==> src/rtl/core/hrldu_pkg.sv <==
// shared types, codes and delta tables of the reference list and eviction unit
package hrldu_pkg;

  // field widths
  localparam int unsigned POC_W = 31;
  localparam int unsigned LVL_W = 3;
  localparam int unsigned CNT_W = 5;
  localparam int unsigned TOT_W = 6;
  localparam int unsigned KEY_W = 2 * POC_W;
  localparam int unsigned BUF_DEPTH = 4;

  // command codes
  localparam logic [1:0] CMD_WRITE = 2'd0;
  localparam logic [1:0] CMD_BUILD = 2'd1;
  localparam logic [1:0] CMD_EVICT = 2'd2;

  // mode codes
  localparam logic [1:0] MODE_LOW_DELAY = 2'd1;
  localparam logic [1:0] MODE_RANDOM    = 2'd2;

  typedef enum logic [3:0] {
    S_IDLE,
    S_LDT,
    S_PREP,
    S_RALOAD,
    S_RANEXT,
    S_SCAN,
    S_POST,
    S_N1P,
    S_N1Q,
    S_OUT
  } ctl_state_e;

  typedef enum logic [3:0] {
    PH_EV1,
    PH_EV2,
    PH_LDP,
    PH_LDF,
    PH_N0,
    PH_N1,
    PH_L2A,
    PH_L2B,
    PH_RA0,
    PH_RASP,
    PH_RA1
  } phase_e;

  typedef enum logic [2:0] {
    PRED_BELOW,
    PRED_ABOVE,
    PRED_NEAR0,
    PRED_NEAR1,
    PRED_L2,
    PRED_ODD,
    PRED_VALID,
    PRED_MATCH
  } scan_pred_e;

  typedef enum logic [1:0] {
    KEY_DIST,
    KEY_DIST_POC,
    KEY_POC
  } scan_key_e;

  typedef enum logic [2:0] {
    EMIT_NONE,
    EMIT_DEFAULT,
    EMIT_EMPTY,
    EMIT_EVICT,
    EMIT_LIST
  } emit_e;

  // commands from the controller to the datapath
  typedef struct packed {
    logic       load;
    logic       wr;
    logic       scan_init;
    logic       scan_step;
    scan_pred_e pred;
    scan_key_e  key;
    logic       prep_step;
    logic       ra_load;
    logic       used_clr;
    logic       used_mark;
    logic       push;
    logic       push_sel;
    logic       push_n1;
    logic       n1_save;
    logic       cnt_clr;
    logic       ld_init;
    logic       ld_next;
    logic       ld_fb;
    logic       ld_tgt;
    emit_e      emit;
    logic       emit_sel;
    logic       emit_buf;
  } dp_ctl_t;

  // status from the datapath to the controller
  typedef struct packed {
    logic idx_last;
    logic best_found;
    logic lvl_is2;
    logic m0_gt1;
    logic n1_have;
    logic k_lt_a;
    logic k_lt_n0;
    logic k_lt_tot;
    logic k_last;
    logic tot_zero;
    logic ld_more_p;
    logic ld_more_f;
    logic n0_lt_m0;
  } dp_stat_t;

  typedef logic signed [5:0] delta_t;

  localparam delta_t LD_PRIMARY [4][3] = '{
    '{-6'sd1, -6'sd4,  -6'sd8},
    '{-6'sd1, -6'sd13, -6'sd25},
    '{-6'sd1, -6'sd10, -6'sd22},
    '{-6'sd1, -6'sd11, -6'sd23}
  };

  localparam delta_t LD_FALLBACK [4][3] = '{
    '{-6'sd1, -6'sd4, -6'sd8},
    '{-6'sd1, -6'sd5, -6'sd9},
    '{-6'sd1, -6'sd2, -6'sd6},
    '{-6'sd1, -6'sd3, -6'sd7}
  };

  // poc delta of one low-delay pattern step
  function automatic delta_t ld_delta(input logic fb, input logic [1:0] cyc,
                                      input logic [1:0] k);
    delta_t d;
    if (k == 2'd3) begin
      d = '0;
    end else if (fb) begin
      d = LD_FALLBACK[cyc][k];
    end else begin
      d = LD_PRIMARY[cyc][k];
    end
    return d;
  endfunction

endpackage

==> src/rtl/core/hrldu_dpath.sv <==
// datapath: slot table, scan and compare unit, list counters and result register
module hrldu_dpath
  import hrldu_pkg::*;
#(
  parameter int DPB_SLOTS = 16
) (
  input  logic             clk_i,
  input  logic             rst_ni,
  input  dp_ctl_t          ctl_i,
  output dp_stat_t         stat_o,
  input  logic [3:0]       slot_i,
  input  logic             entry_valid_i,
  input  logic [POC_W-1:0] frame_poc_i,
  input  logic [LVL_W-1:0] frame_level_i,
  input  logic [LVL_W-1:0] frame_temporal_id_i,
  input  logic [CNT_W-1:0] max_list0_i,
  input  logic [CNT_W-1:0] max_list1_i,
  output logic             result_valid_o,
  output logic             list_select_o,
  output logic [3:0]       ref_slot_o,
  output logic             entry_found_o,
  output logic             use_default_o,
  output logic             last_o,
  output logic [CNT_W-1:0] list0_count_o,
  output logic [CNT_W-1:0] list1_count_o
);

  localparam int unsigned IW = $clog2(DPB_SLOTS);

  // slot table
  logic [DPB_SLOTS-1:0] valid_q;
  logic [POC_W-1:0]     poc_q [DPB_SLOTS];
  logic [LVL_W-1:0]     lvl_q [DPB_SLOTS];
  logic [LVL_W-1:0]     tid_q [DPB_SLOTS];

  // per-slot distance and side, filled by the prep pass
  logic [POC_W-1:0]     dist_q [DPB_SLOTS];
  logic [DPB_SLOTS-1:0] below_q;
  logic [DPB_SLOTS-1:0] above_q;
  logic [DPB_SLOTS-1:0] used_q;

  // current frame
  logic [POC_W-1:0] cur_poc_q;
  logic [LVL_W-1:0] cur_lvl_q;
  logic [LVL_W-1:0] cur_tid_q;
  logic [CNT_W-1:0] m0_q;
  logic [CNT_W-1:0] m1_q;

  // scan state
  logic [IW-1:0]    idx_q;
  logic             best_found_q;
  logic [IW-1:0]    best_slot_q;
  logic [KEY_W-1:0] best_key_q;

  // counters
  logic [CNT_W-1:0] cnt_b_q, cnt_a_q, ra_a_q, n0_q, n1_q;
  logic [TOT_W-1:0] k_q;
  logic [1:0]       ld_k_q;
  logic [POC_W-1:0] tgt_q;
  logic             tgt_ok_q;
  logic             n1_have_q;
  logic [IW-1:0]    n1_slot_q;
  logic [IW-1:0]    buf_slot_q [BUF_DEPTH];
  logic [BUF_DEPTH-1:0] buf_sel_q;

  // result register
  logic             res_valid_q;
  logic             res_sel_q;
  logic [3:0]       res_slot_q;
  logic             res_found_q;
  logic             res_dflt_q;
  logic             res_last_q;
  logic [CNT_W-1:0] res_c0_q, res_c1_q;

  // entry read at the scan index
  logic             rd_valid, rd_tid_ok, rd_below, rd_above, rd_used, rd_lvl0;
  logic [POC_W-1:0] rd_poc, rd_dist;
  logic [LVL_W-1:0] rd_lvl;
  logic             grp01, pred_hit, take;
  logic [KEY_W-1:0] cand_key;
  logic [TOT_W-1:0] tot;

  assign rd_valid  = valid_q[idx_q];
  assign rd_poc    = poc_q[idx_q];
  assign rd_lvl    = lvl_q[idx_q];
  assign rd_dist   = dist_q[idx_q];
  assign rd_below  = below_q[idx_q];
  assign rd_above  = above_q[idx_q];
  assign rd_used   = used_q[idx_q];
  assign rd_tid_ok = tid_q[idx_q] <= cur_tid_q;
  assign grp01     = cur_lvl_q <= LVL_W'(1);
  assign rd_lvl0   = !grp01 || (rd_lvl == '0);
  assign tot       = TOT_W'(n0_q) + TOT_W'(n1_q);

  // candidate filter
  always_comb begin
    case (ctl_i.pred)
      PRED_BELOW: pred_hit = rd_valid && rd_tid_ok && rd_lvl0 && rd_below && !rd_used;
      PRED_ABOVE: pred_hit = rd_valid && rd_tid_ok && rd_lvl0 && rd_above && !rd_used;
      PRED_NEAR0: pred_hit = rd_valid && rd_tid_ok && (rd_lvl <= LVL_W'(1)) && rd_below;
      PRED_NEAR1: pred_hit = rd_valid && rd_tid_ok && (rd_lvl <= LVL_W'(1)) && rd_above;
      PRED_L2: pred_hit = rd_valid && rd_tid_ok && (rd_lvl == LVL_W'(2))
                          && (rd_below || rd_above) && !rd_used;
      PRED_ODD:   pred_hit = rd_valid && (rd_poc[1:0] != 2'd0);
      PRED_VALID: pred_hit = rd_valid;
      PRED_MATCH: pred_hit = rd_valid && tgt_ok_q && (rd_poc == tgt_q);
      default:    pred_hit = 1'b0;
    endcase
  end

  // sort key
  always_comb begin
    case (ctl_i.key)
      KEY_DIST:     cand_key = {rd_dist, {POC_W{1'b0}}};
      KEY_DIST_POC: cand_key = {rd_dist, rd_poc};
      default:      cand_key = {rd_poc, {POC_W{1'b0}}};
    endcase
  end

  // strict compare keeps the lower slot on a tie
  assign take = pred_hit && (!best_found_q || (cand_key < best_key_q));

  // slot table write
  always_ff @(posedge clk_i or negedge rst_ni) begin
    if (!rst_ni) begin
      valid_q <= '0;
    end else if (ctl_i.wr && (32'(slot_i) < DPB_SLOTS)) begin
      valid_q[slot_i[IW-1:0]] <= entry_valid_i;
    end
  end

  always_ff @(posedge clk_i) begin
    if (ctl_i.wr && (32'(slot_i) < DPB_SLOTS)) begin
      poc_q[slot_i[IW-1:0]] <= frame_poc_i;
      lvl_q[slot_i[IW-1:0]] <= frame_level_i;
      tid_q[slot_i[IW-1:0]] <= frame_temporal_id_i;
    end
  end

  // prep pass: distance and side of one slot a cycle
  logic [POC_W-1:0] sub_cp, sub_pc;
  logic             prep_below, prep_above, prep_cand;
  assign sub_cp     = cur_poc_q - rd_poc;
  assign sub_pc     = rd_poc - cur_poc_q;
  assign prep_below = rd_poc < cur_poc_q;
  assign prep_above = rd_poc > cur_poc_q;
  assign prep_cand  = rd_valid && rd_tid_ok && rd_lvl0;

  always_ff @(posedge clk_i) begin
    if (ctl_i.prep_step) begin
      dist_q[idx_q]  <= prep_below ? sub_cp : sub_pc;
      below_q[idx_q] <= prep_below;
      above_q[idx_q] <= prep_above;
    end
  end

  // current frame latch
  always_ff @(posedge clk_i) begin
    if (ctl_i.load) begin
      cur_poc_q <= frame_poc_i;
      cur_lvl_q <= frame_level_i;
      cur_tid_q <= frame_temporal_id_i;
      m0_q      <= max_list0_i;
      m1_q      <= max_list1_i;
    end
  end

  // scan index and best candidate
  always_ff @(posedge clk_i or negedge rst_ni) begin
    if (!rst_ni) begin
      idx_q        <= '0;
      best_found_q <= 1'b0;
      best_slot_q  <= '0;
      best_key_q   <= '0;
    end else if (ctl_i.scan_init) begin
      idx_q        <= '0;
      best_found_q <= 1'b0;
    end else if (ctl_i.scan_step || ctl_i.prep_step) begin
      idx_q <= idx_q + IW'(1);
      if (ctl_i.scan_step && take) begin
        best_found_q <= 1'b1;
        best_slot_q  <= idx_q;
        best_key_q   <= cand_key;
      end
    end
  end

  // slots already placed in the list
  always_ff @(posedge clk_i or negedge rst_ni) begin
    if (!rst_ni) begin
      used_q <= '0;
    end else if (ctl_i.load || ctl_i.used_clr) begin
      used_q <= '0;
    end else if (ctl_i.used_mark) begin
      used_q[best_slot_q] <= 1'b1;
    end
  end

  // candidate counts, list lengths and emit counter
  logic [CNT_W-1:0] ra_a, ra_b;
  logic [TOT_W-1:0] ra_ab;
  assign ra_a  = (cnt_b_q < m0_q) ? cnt_b_q : m0_q;
  assign ra_b  = (cnt_a_q < m1_q) ? cnt_a_q : m1_q;
  assign ra_ab = TOT_W'(ra_a) + TOT_W'(ra_b);

  always_ff @(posedge clk_i or negedge rst_ni) begin
    if (!rst_ni) begin
      cnt_b_q <= '0;
      cnt_a_q <= '0;
      ra_a_q  <= '0;
      n0_q    <= '0;
      n1_q    <= '0;
      k_q     <= '0;
    end else begin
      if (ctl_i.load) begin
        cnt_b_q <= '0;
        cnt_a_q <= '0;
      end else if (ctl_i.prep_step && prep_cand) begin
        if (prep_below) cnt_b_q <= cnt_b_q + CNT_W'(1);
        if (prep_above) cnt_a_q <= cnt_a_q + CNT_W'(1);
      end
      if (ctl_i.load || ctl_i.cnt_clr) begin
        n0_q <= '0;
        n1_q <= '0;
      end else if (ctl_i.ra_load) begin
        ra_a_q <= ra_a;
        n0_q   <= (ra_ab < TOT_W'(m0_q)) ? ra_ab[CNT_W-1:0] : m0_q;
        n1_q   <= ra_b;
      end else if (ctl_i.push) begin
        if (ctl_i.push_sel) n1_q <= n1_q + CNT_W'(1);
        else                n0_q <= n0_q + CNT_W'(1);
      end
      if (ctl_i.load) begin
        k_q <= '0;
      end else if (ctl_i.emit == EMIT_LIST) begin
        k_q <= k_q + TOT_W'(1);
      end
    end
  end

  // short result list for low-delay and level-2 builds
  always_ff @(posedge clk_i) begin
    if (ctl_i.push) begin
      buf_slot_q[tot[1:0]] <= ctl_i.push_n1 ? n1_slot_q : best_slot_q;
      buf_sel_q[tot[1:0]]  <= ctl_i.push_sel;
    end
    if (ctl_i.n1_save) begin
      n1_slot_q <= best_slot_q;
    end
  end

  always_ff @(posedge clk_i or negedge rst_ni) begin
    if (!rst_ni) begin
      n1_have_q <= 1'b0;
    end else if (ctl_i.load) begin
      n1_have_q <= 1'b0;
    end else if (ctl_i.n1_save) begin
      n1_have_q <= best_found_q;
    end
  end

  // low-delay pattern step and target poc
  logic signed [POC_W+1:0] tgt;
  assign tgt = $signed({2'b00, cur_poc_q})
             + (POC_W+2)'(ld_delta(ctl_i.ld_fb, cur_poc_q[1:0], ld_k_q));

  always_ff @(posedge clk_i or negedge rst_ni) begin
    if (!rst_ni) begin
      ld_k_q   <= '0;
      tgt_ok_q <= 1'b0;
      tgt_q    <= '0;
    end else begin
      if (ctl_i.ld_init) begin
        ld_k_q <= '0;
      end else if (ctl_i.ld_next) begin
        ld_k_q <= ld_k_q + 2'd1;
      end
      if (ctl_i.ld_tgt) begin
        tgt_ok_q <= !tgt[POC_W+1];
        tgt_q    <= tgt[POC_W-1:0];
      end
    end
  end

  // result beat
  always_ff @(posedge clk_i or negedge rst_ni) begin
    if (!rst_ni) begin
      res_valid_q <= 1'b0;
    end else begin
      res_valid_q <= ctl_i.emit != EMIT_NONE;
    end
  end

  always_ff @(posedge clk_i) begin
    case (ctl_i.emit)
      EMIT_DEFAULT, EMIT_EMPTY: begin
        res_sel_q   <= 1'b0;
        res_slot_q  <= '0;
        res_found_q <= 1'b0;
        res_dflt_q  <= ctl_i.emit == EMIT_DEFAULT;
        res_last_q  <= 1'b1;
        res_c0_q    <= '0;
        res_c1_q    <= '0;
      end
      EMIT_EVICT: begin
        res_sel_q   <= 1'b0;
        res_slot_q  <= best_found_q ? 4'(best_slot_q) : 4'd0;
        res_found_q <= best_found_q;
        res_dflt_q  <= 1'b0;
        res_last_q  <= 1'b1;
        res_c0_q    <= '0;
        res_c1_q    <= '0;
      end
      EMIT_LIST: begin
        res_sel_q   <= ctl_i.emit_buf ? buf_sel_q[k_q[1:0]] : ctl_i.emit_sel;
        res_slot_q  <= ctl_i.emit_buf ? 4'(buf_slot_q[k_q[1:0]]) : 4'(best_slot_q);
        res_found_q <= 1'b1;
        res_dflt_q  <= 1'b0;
        res_last_q  <= (k_q + TOT_W'(1)) == tot;
        res_c0_q    <= n0_q;
        res_c1_q    <= n1_q;
      end
      default: ;
    endcase
  end

  assign result_valid_o = res_valid_q;
  assign list_select_o  = res_sel_q;
  assign ref_slot_o     = res_slot_q;
  assign entry_found_o  = res_found_q;
  assign use_default_o  = res_dflt_q;
  assign last_o         = res_last_q;
  assign list0_count_o  = res_c0_q;
  assign list1_count_o  = res_c1_q;

  // status to the controller
  always_comb begin
    stat_o            = '0;
    stat_o.idx_last   = idx_q == IW'(DPB_SLOTS - 1);
    stat_o.best_found = best_found_q;
    stat_o.lvl_is2    = cur_lvl_q == LVL_W'(2);
    stat_o.m0_gt1     = m0_q > CNT_W'(1);
    stat_o.n1_have    = n1_have_q;
    stat_o.k_lt_a     = k_q < TOT_W'(ra_a_q);
    stat_o.k_lt_n0    = k_q < TOT_W'(n0_q);
    stat_o.k_lt_tot   = k_q < tot;
    stat_o.k_last     = (k_q + TOT_W'(1)) == tot;
    stat_o.tot_zero   = tot == '0;
    stat_o.ld_more_p  = (ld_k_q != 2'd3) && (CNT_W'(ld_k_q) < m0_q);
    stat_o.ld_more_f  = (ld_k_q != 2'd3) && (n0_q < m0_q);
    stat_o.n0_lt_m0   = n0_q < m0_q;
  end

  // a streamed list entry always has a scan winner
  a_list_found: assert property (@(posedge clk_i) disable iff (!rst_ni)
    (ctl_i.emit == EMIT_LIST) && !ctl_i.emit_buf |-> best_found_q)
    else $error("list beat without a selected slot");

  // short list never overflows
  a_push_room: assert property (@(posedge clk_i) disable iff (!rst_ni)
    ctl_i.push |-> (tot < TOT_W'(BUF_DEPTH)))
    else $error("short list overflow");

  // a found entry never carries the default flag
  a_found_dflt: assert property (@(posedge clk_i) disable iff (!rst_ni)
    res_valid_q |-> !(res_found_q && res_dflt_q))
    else $error("found and default both set");

endmodule

==> src/rtl/core/hrldu_ctrl.sv <==
// controller: command decode, scan sequencing and result emission
module hrldu_ctrl
  import hrldu_pkg::*;
(
  input  logic       clk_i,
  input  logic       rst_ni,
  input  logic       start_i,
  input  logic [1:0] command_i,
  input  logic       cfg_we_i,
  input  logic [1:0] cfg_wdata_i,
  input  dp_stat_t   stat_i,
  output dp_ctl_t    ctl_o,
  output logic       busy_o
);

  ctl_state_e state_q, state_d;
  phase_e     phase_q, phase_d;
  logic [1:0] mode_q;
  logic       mode_on;

  assign busy_o  = state_q != S_IDLE;
  assign mode_on = (mode_q == MODE_LOW_DELAY) || (mode_q == MODE_RANDOM);

  // mode register
  always_ff @(posedge clk_i or negedge rst_ni) begin
    if (!rst_ni) begin
      mode_q <= '0;
    end else if (cfg_we_i) begin
      mode_q <= cfg_wdata_i;
    end
  end

  // state register
  always_ff @(posedge clk_i or negedge rst_ni) begin
    if (!rst_ni) begin
      state_q <= S_IDLE;
      phase_q <= PH_EV2;
    end else begin
      state_q <= state_d;
      phase_q <= phase_d;
    end
  end

  // next state and datapath commands
  always_comb begin
    ctl_o   = '0;
    state_d = state_q;
    phase_d = phase_q;

    // filter and key follow the phase
    case (phase_q)
      PH_RA0: begin
        ctl_o.pred = PRED_BELOW;
        ctl_o.key  = KEY_DIST;
      end
      PH_RASP, PH_RA1: begin
        ctl_o.pred = PRED_ABOVE;
        ctl_o.key  = KEY_DIST;
      end
      PH_N0: begin
        ctl_o.pred = PRED_NEAR0;
        ctl_o.key  = KEY_DIST;
      end
      PH_N1: begin
        ctl_o.pred = PRED_NEAR1;
        ctl_o.key  = KEY_DIST;
      end
      PH_L2A, PH_L2B: begin
        ctl_o.pred = PRED_L2;
        ctl_o.key  = KEY_DIST_POC;
      end
      PH_EV1: begin
        ctl_o.pred = PRED_ODD;
        ctl_o.key  = KEY_POC;
      end
      PH_LDP, PH_LDF: begin
        ctl_o.pred = PRED_MATCH;
        ctl_o.key  = KEY_POC;
      end
      default: begin
        ctl_o.pred = PRED_VALID;
        ctl_o.key  = KEY_POC;
      end
    endcase
    ctl_o.ld_fb = phase_q == PH_LDF;

    case (state_q)
      S_IDLE: begin
        if (start_i) begin
          ctl_o.load = 1'b1;
          case (command_i)
            CMD_WRITE: ctl_o.wr = 1'b1;
            CMD_BUILD, CMD_EVICT: begin
              if (!mode_on) begin
                ctl_o.emit = EMIT_DEFAULT;
              end else if (command_i == CMD_EVICT) begin
                ctl_o.scan_init = 1'b1;
                phase_d = (mode_q == MODE_LOW_DELAY) ? PH_EV1 : PH_EV2;
                state_d = S_SCAN;
              end else if (mode_q == MODE_LOW_DELAY) begin
                ctl_o.ld_init = 1'b1;
                phase_d = PH_LDP;
                state_d = S_LDT;
              end else begin
                ctl_o.scan_init = 1'b1;
                state_d = S_PREP;
              end
            end
            default: ;
          endcase
        end
      end
      // next low-delay lookup or done
      S_LDT: begin
        if ((phase_q == PH_LDP) ? stat_i.ld_more_p : stat_i.ld_more_f) begin
          ctl_o.ld_tgt    = 1'b1;
          ctl_o.scan_init = 1'b1;
          state_d = S_SCAN;
        end else begin
          state_d = S_OUT;
        end
      end
      S_PREP: begin
        ctl_o.prep_step = 1'b1;
        if (stat_i.idx_last) begin
          if (stat_i.lvl_is2) begin
            ctl_o.scan_init = 1'b1;
            phase_d = PH_N0;
            state_d = S_SCAN;
          end else begin
            state_d = S_RALOAD;
          end
        end
      end
      S_RALOAD: begin
        ctl_o.ra_load = 1'b1;
        state_d = S_RANEXT;
      end
      // pick the list part of the next streamed entry
      S_RANEXT: begin
        if (stat_i.tot_zero) begin
          ctl_o.emit = EMIT_EMPTY;
          state_d = S_IDLE;
        end else if (stat_i.k_lt_a) begin
          ctl_o.scan_init = 1'b1;
          phase_d = PH_RA0;
          state_d = S_SCAN;
        end else if (stat_i.k_lt_n0) begin
          ctl_o.scan_init = 1'b1;
          phase_d = PH_RASP;
          state_d = S_SCAN;
        end else if (stat_i.k_lt_tot) begin
          ctl_o.used_clr  = phase_q != PH_RA1;
          ctl_o.scan_init = 1'b1;
          phase_d = PH_RA1;
          state_d = S_SCAN;
        end else begin
          state_d = S_IDLE;
        end
      end
      S_SCAN: begin
        ctl_o.scan_step = 1'b1;
        if (stat_i.idx_last) begin
          state_d = S_POST;
        end
      end
      // act on the scan winner
      S_POST: begin
        case (phase_q)
          PH_EV1: begin
            if (stat_i.best_found) begin
              ctl_o.emit = EMIT_EVICT;
              state_d = S_IDLE;
            end else begin
              ctl_o.scan_init = 1'b1;
              phase_d = PH_EV2;
              state_d = S_SCAN;
            end
          end
          PH_EV2: begin
            ctl_o.emit = EMIT_EVICT;
            state_d = S_IDLE;
          end
          PH_LDP: begin
            if (stat_i.best_found) begin
              ctl_o.push    = 1'b1;
              ctl_o.ld_next = 1'b1;
            end else begin
              ctl_o.cnt_clr = 1'b1;
              ctl_o.ld_init = 1'b1;
              phase_d = PH_LDF;
            end
            state_d = S_LDT;
          end
          PH_LDF: begin
            ctl_o.push    = stat_i.best_found;
            ctl_o.ld_next = 1'b1;
            state_d = S_LDT;
          end
          PH_N0: begin
            ctl_o.push      = stat_i.best_found;
            ctl_o.scan_init = 1'b1;
            phase_d = PH_N1;
            state_d = S_SCAN;
          end
          PH_N1: begin
            ctl_o.n1_save = 1'b1;
            if (stat_i.m0_gt1) begin
              ctl_o.scan_init = 1'b1;
              phase_d = PH_L2A;
              state_d = S_SCAN;
            end else begin
              state_d = S_N1P;
            end
          end
          PH_L2A: begin
            ctl_o.used_mark = stat_i.best_found;
            ctl_o.scan_init = 1'b1;
            phase_d = PH_L2B;
            state_d = S_SCAN;
          end
          PH_L2B: begin
            ctl_o.push = stat_i.best_found;
            state_d = S_N1P;
          end
          default: begin
            ctl_o.emit      = EMIT_LIST;
            ctl_o.emit_sel  = phase_q == PH_RA1;
            ctl_o.used_mark = 1'b1;
            state_d = S_RANEXT;
          end
        endcase
      end
      // spill the nearest later picture into list 0
      S_N1P: begin
        if (stat_i.n1_have && stat_i.n0_lt_m0) begin
          ctl_o.push    = 1'b1;
          ctl_o.push_n1 = 1'b1;
        end
        state_d = S_N1Q;
      end
      S_N1Q: begin
        if (stat_i.n1_have) begin
          ctl_o.push     = 1'b1;
          ctl_o.push_sel = 1'b1;
          ctl_o.push_n1  = 1'b1;
        end
        state_d = S_OUT;
      end
      // play out the short list
      S_OUT: begin
        if (stat_i.tot_zero) begin
          ctl_o.emit = EMIT_EMPTY;
          state_d = S_IDLE;
        end else begin
          ctl_o.emit     = EMIT_LIST;
          ctl_o.emit_buf = 1'b1;
          if (stat_i.k_last) begin
            state_d = S_IDLE;
          end
        end
      end
      default: state_d = S_IDLE;
    endcase
  end

  // the sequencer leaves idle only on an accepted beat
  a_leave_idle: assert property (@(posedge clk_i) disable iff (!rst_ni)
    (state_q != S_IDLE) && $past(state_q == S_IDLE) |-> $past(start_i))
    else $error("left idle without a start");

  // a scan runs to the last slot
  a_scan_run: assert property (@(posedge clk_i) disable iff (!rst_ni)
    (state_q == S_SCAN) && !stat_i.idx_last |=> (state_q == S_SCAN))
    else $error("scan cut short");

endmodule

==> src/rtl/core/hevc_ref_list_and_dpb_eviction_unit.sv <==
// top level: reference list builder and picture table eviction picker
//
//  channel   | handshake                   | payload
//  ----------+-----------------------------+-------------------------------------------
//  command   | start / busy                | command_i, slot_i, entry_valid_i, frame_*_i,
//            |                             | max_list0_i, max_list1_i
//  result    | result_valid_o (one cycle)  | list_select_o, ref_slot_o, entry_found_o,
//            |                             | use_default_o, last_o, list0/1_count_o
//  config    | cfg_we_i                    | cfg_wdata_i (ref_mode)
//
//  A write beat updates one slot and gives no result beat; legacy-mode commands give their beat in the next cycle.
//  Every slot scan walks the table one slot a cycle, over all N = DPB_SLOTS slots.
//  Random access: prep pass over the N slots, then one scan per list entry (level 2: short list).
//  Low delay: up to six lookup scans; eviction: up to two scans.
//  Reset clears the valid bits and the mode; results cannot be held off by the receiver.
module hevc_ref_list_and_dpb_eviction_unit
  import hrldu_pkg::*;
#(
  parameter int DPB_SLOTS = 16
) (
  input  logic             clk_i,
  input  logic             rst_ni,
  input  logic             start,
  output logic             busy,
  input  logic [1:0]       command_i,
  input  logic [3:0]       slot_i,
  input  logic             entry_valid_i,
  input  logic [POC_W-1:0] frame_poc_i,
  input  logic [LVL_W-1:0] frame_level_i,
  input  logic [LVL_W-1:0] frame_temporal_id_i,
  input  logic [CNT_W-1:0] max_list0_i,
  input  logic [CNT_W-1:0] max_list1_i,
  input  logic             cfg_we_i,
  input  logic [1:0]       cfg_wdata_i,
  output logic             result_valid_o,
  output logic             list_select_o,
  output logic [3:0]       ref_slot_o,
  output logic             entry_found_o,
  output logic             use_default_o,
  output logic             last_o,
  output logic [CNT_W-1:0] list0_count_o,
  output logic [CNT_W-1:0] list1_count_o
);

  dp_ctl_t  ctl;
  dp_stat_t stat;

  hrldu_ctrl u_ctrl (
    .clk_i       (clk_i),
    .rst_ni      (rst_ni),
    .start_i     (start),
    .command_i   (command_i),
    .cfg_we_i    (cfg_we_i),
    .cfg_wdata_i (cfg_wdata_i),
    .stat_i      (stat),
    .ctl_o       (ctl),
    .busy_o      (busy)
  );

  hrldu_dpath #(
    .DPB_SLOTS (DPB_SLOTS)
  ) u_dpath (
    .clk_i               (clk_i),
    .rst_ni              (rst_ni),
    .ctl_i               (ctl),
    .stat_o              (stat),
    .slot_i              (slot_i),
    .entry_valid_i       (entry_valid_i),
    .frame_poc_i         (frame_poc_i),
    .frame_level_i       (frame_level_i),
    .frame_temporal_id_i (frame_temporal_id_i),
    .max_list0_i         (max_list0_i),
    .max_list1_i         (max_list1_i),
    .result_valid_o      (result_valid_o),
    .list_select_o       (list_select_o),
    .ref_slot_o          (ref_slot_o),
    .entry_found_o       (entry_found_o),
    .use_default_o       (use_default_o),
    .last_o              (last_o),
    .list0_count_o       (list0_count_o),
    .list1_count_o       (list1_count_o)
  );

endmodule
==> config.mk <==
export PLATFORM = sky130hd
export DESIGN_NAME = hevc_ref_list_and_dpb_eviction_unit
export DESIGN_NICKNAME = d
export VERILOG_FILES = /design/src/rtl/core/hrldu_pkg.sv /design/src/rtl/core/hrldu_dpath.sv /design/src/rtl/core/hrldu_ctrl.sv /design/src/rtl/core/hevc_ref_list_and_dpb_eviction_unit.sv
export SDC_FILE = /design/constraint.sdc
export NUM_CORES = 2
export LEC_CHECK = 0
export BUFFER_PORTS_ARGS = -buffer_cell sky130_fd_sc_hd__clkbuf_2
export CAP_MARGIN = 10
export CORE_MARGIN = 4
export CORE_UTILIZATION = 60
export DETAILED_ROUTE_END_ITERATION = 7
export PLACE_DENSITY = 0.73
export SETUP_SLACK_MARGIN = 0.3
export SLEW_MARGIN = 5
export SYNTH_ARGS = -nofsm -noshare
export SYNTH_HDL_FRONTEND = slang
export SYNTH_SLANG_ARGS = --single-unit
export TNS_END_PERCENT = 1
==> constraint.sdc <==
create_clock -name clk_i -period 10.2 [get_ports clk_i]
set_input_delay 0 -clock clk_i [delete_from_list [all_inputs] [get_ports clk_i]]
set_output_delay 0 -clock clk_i [all_outputs]
set_load 0.01 [all_outputs]
==> run_results.csv <==
group,metric,value,unit
run_status,outcome,"finished, final reports clean",
global_route,grt_max_degree,104,
global_route,antenna_found_initial,8,
hold_path,hp-class,"primary input to flip-flop",
critical_path,timing.rr.end,"u_dpath.dist_q[4][11]",
cells_and_area,final_common_cell,"edfxtp_1",
detailed_routing,drtIter0Drc,4267,
timing,fmax,120,MHz
hold_path,holdPathStages,3,
critical_path,path_max_fanout,47,
placement,post-dp-hpwl,98400,µm
detailed_routing,antenna_left,0,
critical_path,end_kind,"flip-flop",
critical_path,cp.arrival,8.77,ns
global_route,grt_pass1_vias,36346,
critical_path,max_stage_delay,1.11,ns
cells_and_area,fin_util,67.9,%
timing,tightest_slew,1.19,ns
timing,fin_crit,8.37,ns
clock_tree,cts_tree,"done",
floorplanning,top_level_ports,80,
detailed_routing,firstDrtPassIters,7,
power,irDropWorstVdd,198,µV
cells_and_area,drive_above_1_share,20.5,%
synthesis,seq_area_frac_synth,64.8,%
global_route,grtUsageTotal,29.6,%
critical_path,crit_required,10.61,ns
synthesis,async_reset_ff_share,13.0,%
cells_and_area,layout_common_cells,"edfxtp_1 (1209), mux4_2 (318), nand2_1 (225)",
detailed_routing,drc_errors,0,
floorplanning,coreArea,104000,µm²
timing,period_share,82.0,%
synthesis,syn-num-nets,4232,
critical_path,cpMaxStageDelayCell,"dfrtp_4",
clock_tree,cts_root_buf,"clkbuf_16",
critical_path,reg2reg_depth,19,
hold_path,min_from,"slot_i[1]",
timing,slew_viol_final,0,
timing,finalSetupViolations,0,
synthesis,synth_ff_type,"edfxtp_1",
clock_tree,clk_latency,0.77,ns
timing,slew_headroom,20.0,%
critical_path,crit_type,"flip-flop to flip-flop",
run,drv_cap,0,
critical_path,ff2ff_setup_slack,1.83,ns
global_route,gr-total-overflow,0,
synthesis,ys_types,84,
clock_tree,ctsResizeCount,0,
clock_tree,clk_pin_slew,0.06,ns
critical_path,rr_startpoint,"u_dpath.idx_q[0]",
clock_tree,cts_made_buffers,140,
timing,setup_tns,0,ns
timing,finalHoldViolCount,0,
placement,port_buffers,79,
synthesis,synth_area,62900,µm²
placement,dp.cells,5313,
clock_tree,htree_num_levels,4,
critical_path,crit_chain,"buf_4 > mux4_2 > nor2_1 > a221oi_1 > mux2i_1 > inv_1 > ha_1 > nand4_1 > or3_1 > o22ai_1 > nor2_1 > a21oi_1 > a31o_2 > a31o_2 > inv_1 > buf_4 > o211ai_1 > o21ai_0 > xnor2_1",
clock_tree,cts_buffer_depth,3,
floorplanning,start_util,60.6,%
critical_path,critPathLaunchType,"flip-flop",
detailed_routing,dr_total_vias,36478,
placement,dp_slack,1.98,ns
floorplanning,fp.dieArea,110000,µm²
floorplanning,row_count,118,
synthesis,yosys_warnings,0,
power,p_leak,24.8,nW
synthesis,synthCells,3948,
cells_and_area,syn_to_final_growth,12.0,%
detailed_routing,routed_via_density,6.46,
clock_tree,cts.sink_count,1389,
placement,gp_congestion,0.974,
detailed_routing,drt-total-wl,162000,µm
synthesis,avgSynthCellArea,15.9,µm²
cells_and_area,fin_nets,4437,
floorplanning,die_h,332,µm
global_route,grt_pass1_wl,242000,µm
hold_path,holdPathEnd,"u_dpath.poc_q[8][26]",
timing,rsz0062_at_grt,"false",
power,p_per_area,283,nW/µm²
cells_and_area,fin_cells,5644,
critical_path,crit_start,"u_dpath.idx_q[0]",
synthesis,ys_ff_latch,1389,
synthesis,synth_edf_count,1209,
floorplanning,die_w,332,µm
detailed_routing,wl_per_cell,28.7,µm
power,totalPowerFinal,19.9,mW
timing,fin_skew,0.0412,ns
timing,fin_ws,1.83,ns
-- report_power, final --
group	internal [mW]	switching [mW]	total, mW
sequential	7.67	0.441	8.11
clock	2.93	2.19	5.13
combinational	2.45	4.24	6.69
total	13.1	6.87	19.9
-- worst max-delay path, delay by kind of cell (launching register included) --
family | cells | cell delay, ns
adders and majority gates | 1 | 0.51
and+or+nand+nor | 4 | 0.99
xor gates and xnor gates | 1 | 0.86
AOI/OAI and AO/OA | 7 | 1.66
DFF | 1 | 1.11
muxes | 2 | 1.21
buffers and inverters | 4 | 1.55
-- area by class of cell --
type | count | area (µm²)
Inverter | 219 | 822
Timing Repair Buffer | 233 | 1820
Clock inverter | 74 | 883
Fill cell | 6868 | 33300
Tap cell | 1380 | 1730
Antenna cell | 1 | 2.50
Sequential cell | 1389 | 40800
Clock buffer | 178 | 3740
Multi-Input combinational cell | 2170 | 20700
-- how the worst max path moves through the flow --
| stage | to | cells past startpoint |
|---|---|---|
| floorplan | u_dpath.dist_q[0][10] | 25 |
| global placement | u_dpath.dist_q[4][15] | 19 |
| detailed placement | u_dpath.dist_q[4][11] | 19 |
| CTS | u_dpath.dist_q[5][11] | 19 |
| global route | u_dpath.dist_q[5][11] | 19 |
| finish | u_dpath.dist_q[4][11] | 19 |
-- stage by stage --
stage	area, µm²	hold slack [ns]
2_1_floorplan	62900	-0.296
3_3_place_gp	65100	0.160
3_5_place_dp	65100	0.167
4_1_cts	70500	0.00765
5_1_grt	70500	0.0465
6_report	70500	0.0580
-- flip-flops by register name, indices dropped and copies added (netlist names), 31 cells and up --
name and count:
u_dpath.best_key_q 62, u_dpath.cur_poc_q 31, u_dpath.dist_q 496, u_dpath.lvl_q 48, u_dpath.poc_q 496, u_dpath.tgt_q 31, u_dpath.tid_q 48
-- cell usage after synthesis (68+ instances only) --
cell	number	area [µm²]
inv_1	218	818
mux2i_1	81	811
nand2_1	225	845
ha_1	219	2740
mux2_2	87	980
edfxtp_1	1209	36300
clkbuf_1	93	349
o21ai_0	195	976
a21o_1	68	510
dfrtp_1	179	4480
mux4_2	318	7160
a21oi_1	153	766
nor2_1	207	777
-- repair_timing --
action | CTS | global route
hold endpoints to repair | 800 | 0
setup buffers | 0 | 0
hold buffers | 74 | 0
-- logic make-up (layout without fill, tap and decap cells) --
group	Yosys count	count (layout)	synth area share, %
compound gates	650	650	6.48
simple gates	666	666	4.83
fa+ha+maj	224	224	4.51
buf+inv	389	704	2.71
xor+xnor	103	103	1.43
mux	527	527	15.2
flops	1389	1389	64.8
other cells	0	1	0
-- metal layers --
layer	up-vias	GRT usage (%)	wire, µm
met5	-	0	13
met4	2	8.50	4600
met3	267	5.55	13800
met2	1764	47.7	78200
met1	18694	42.1	65400
li1	15751	-	-
(Power assumes the default switching activity.)
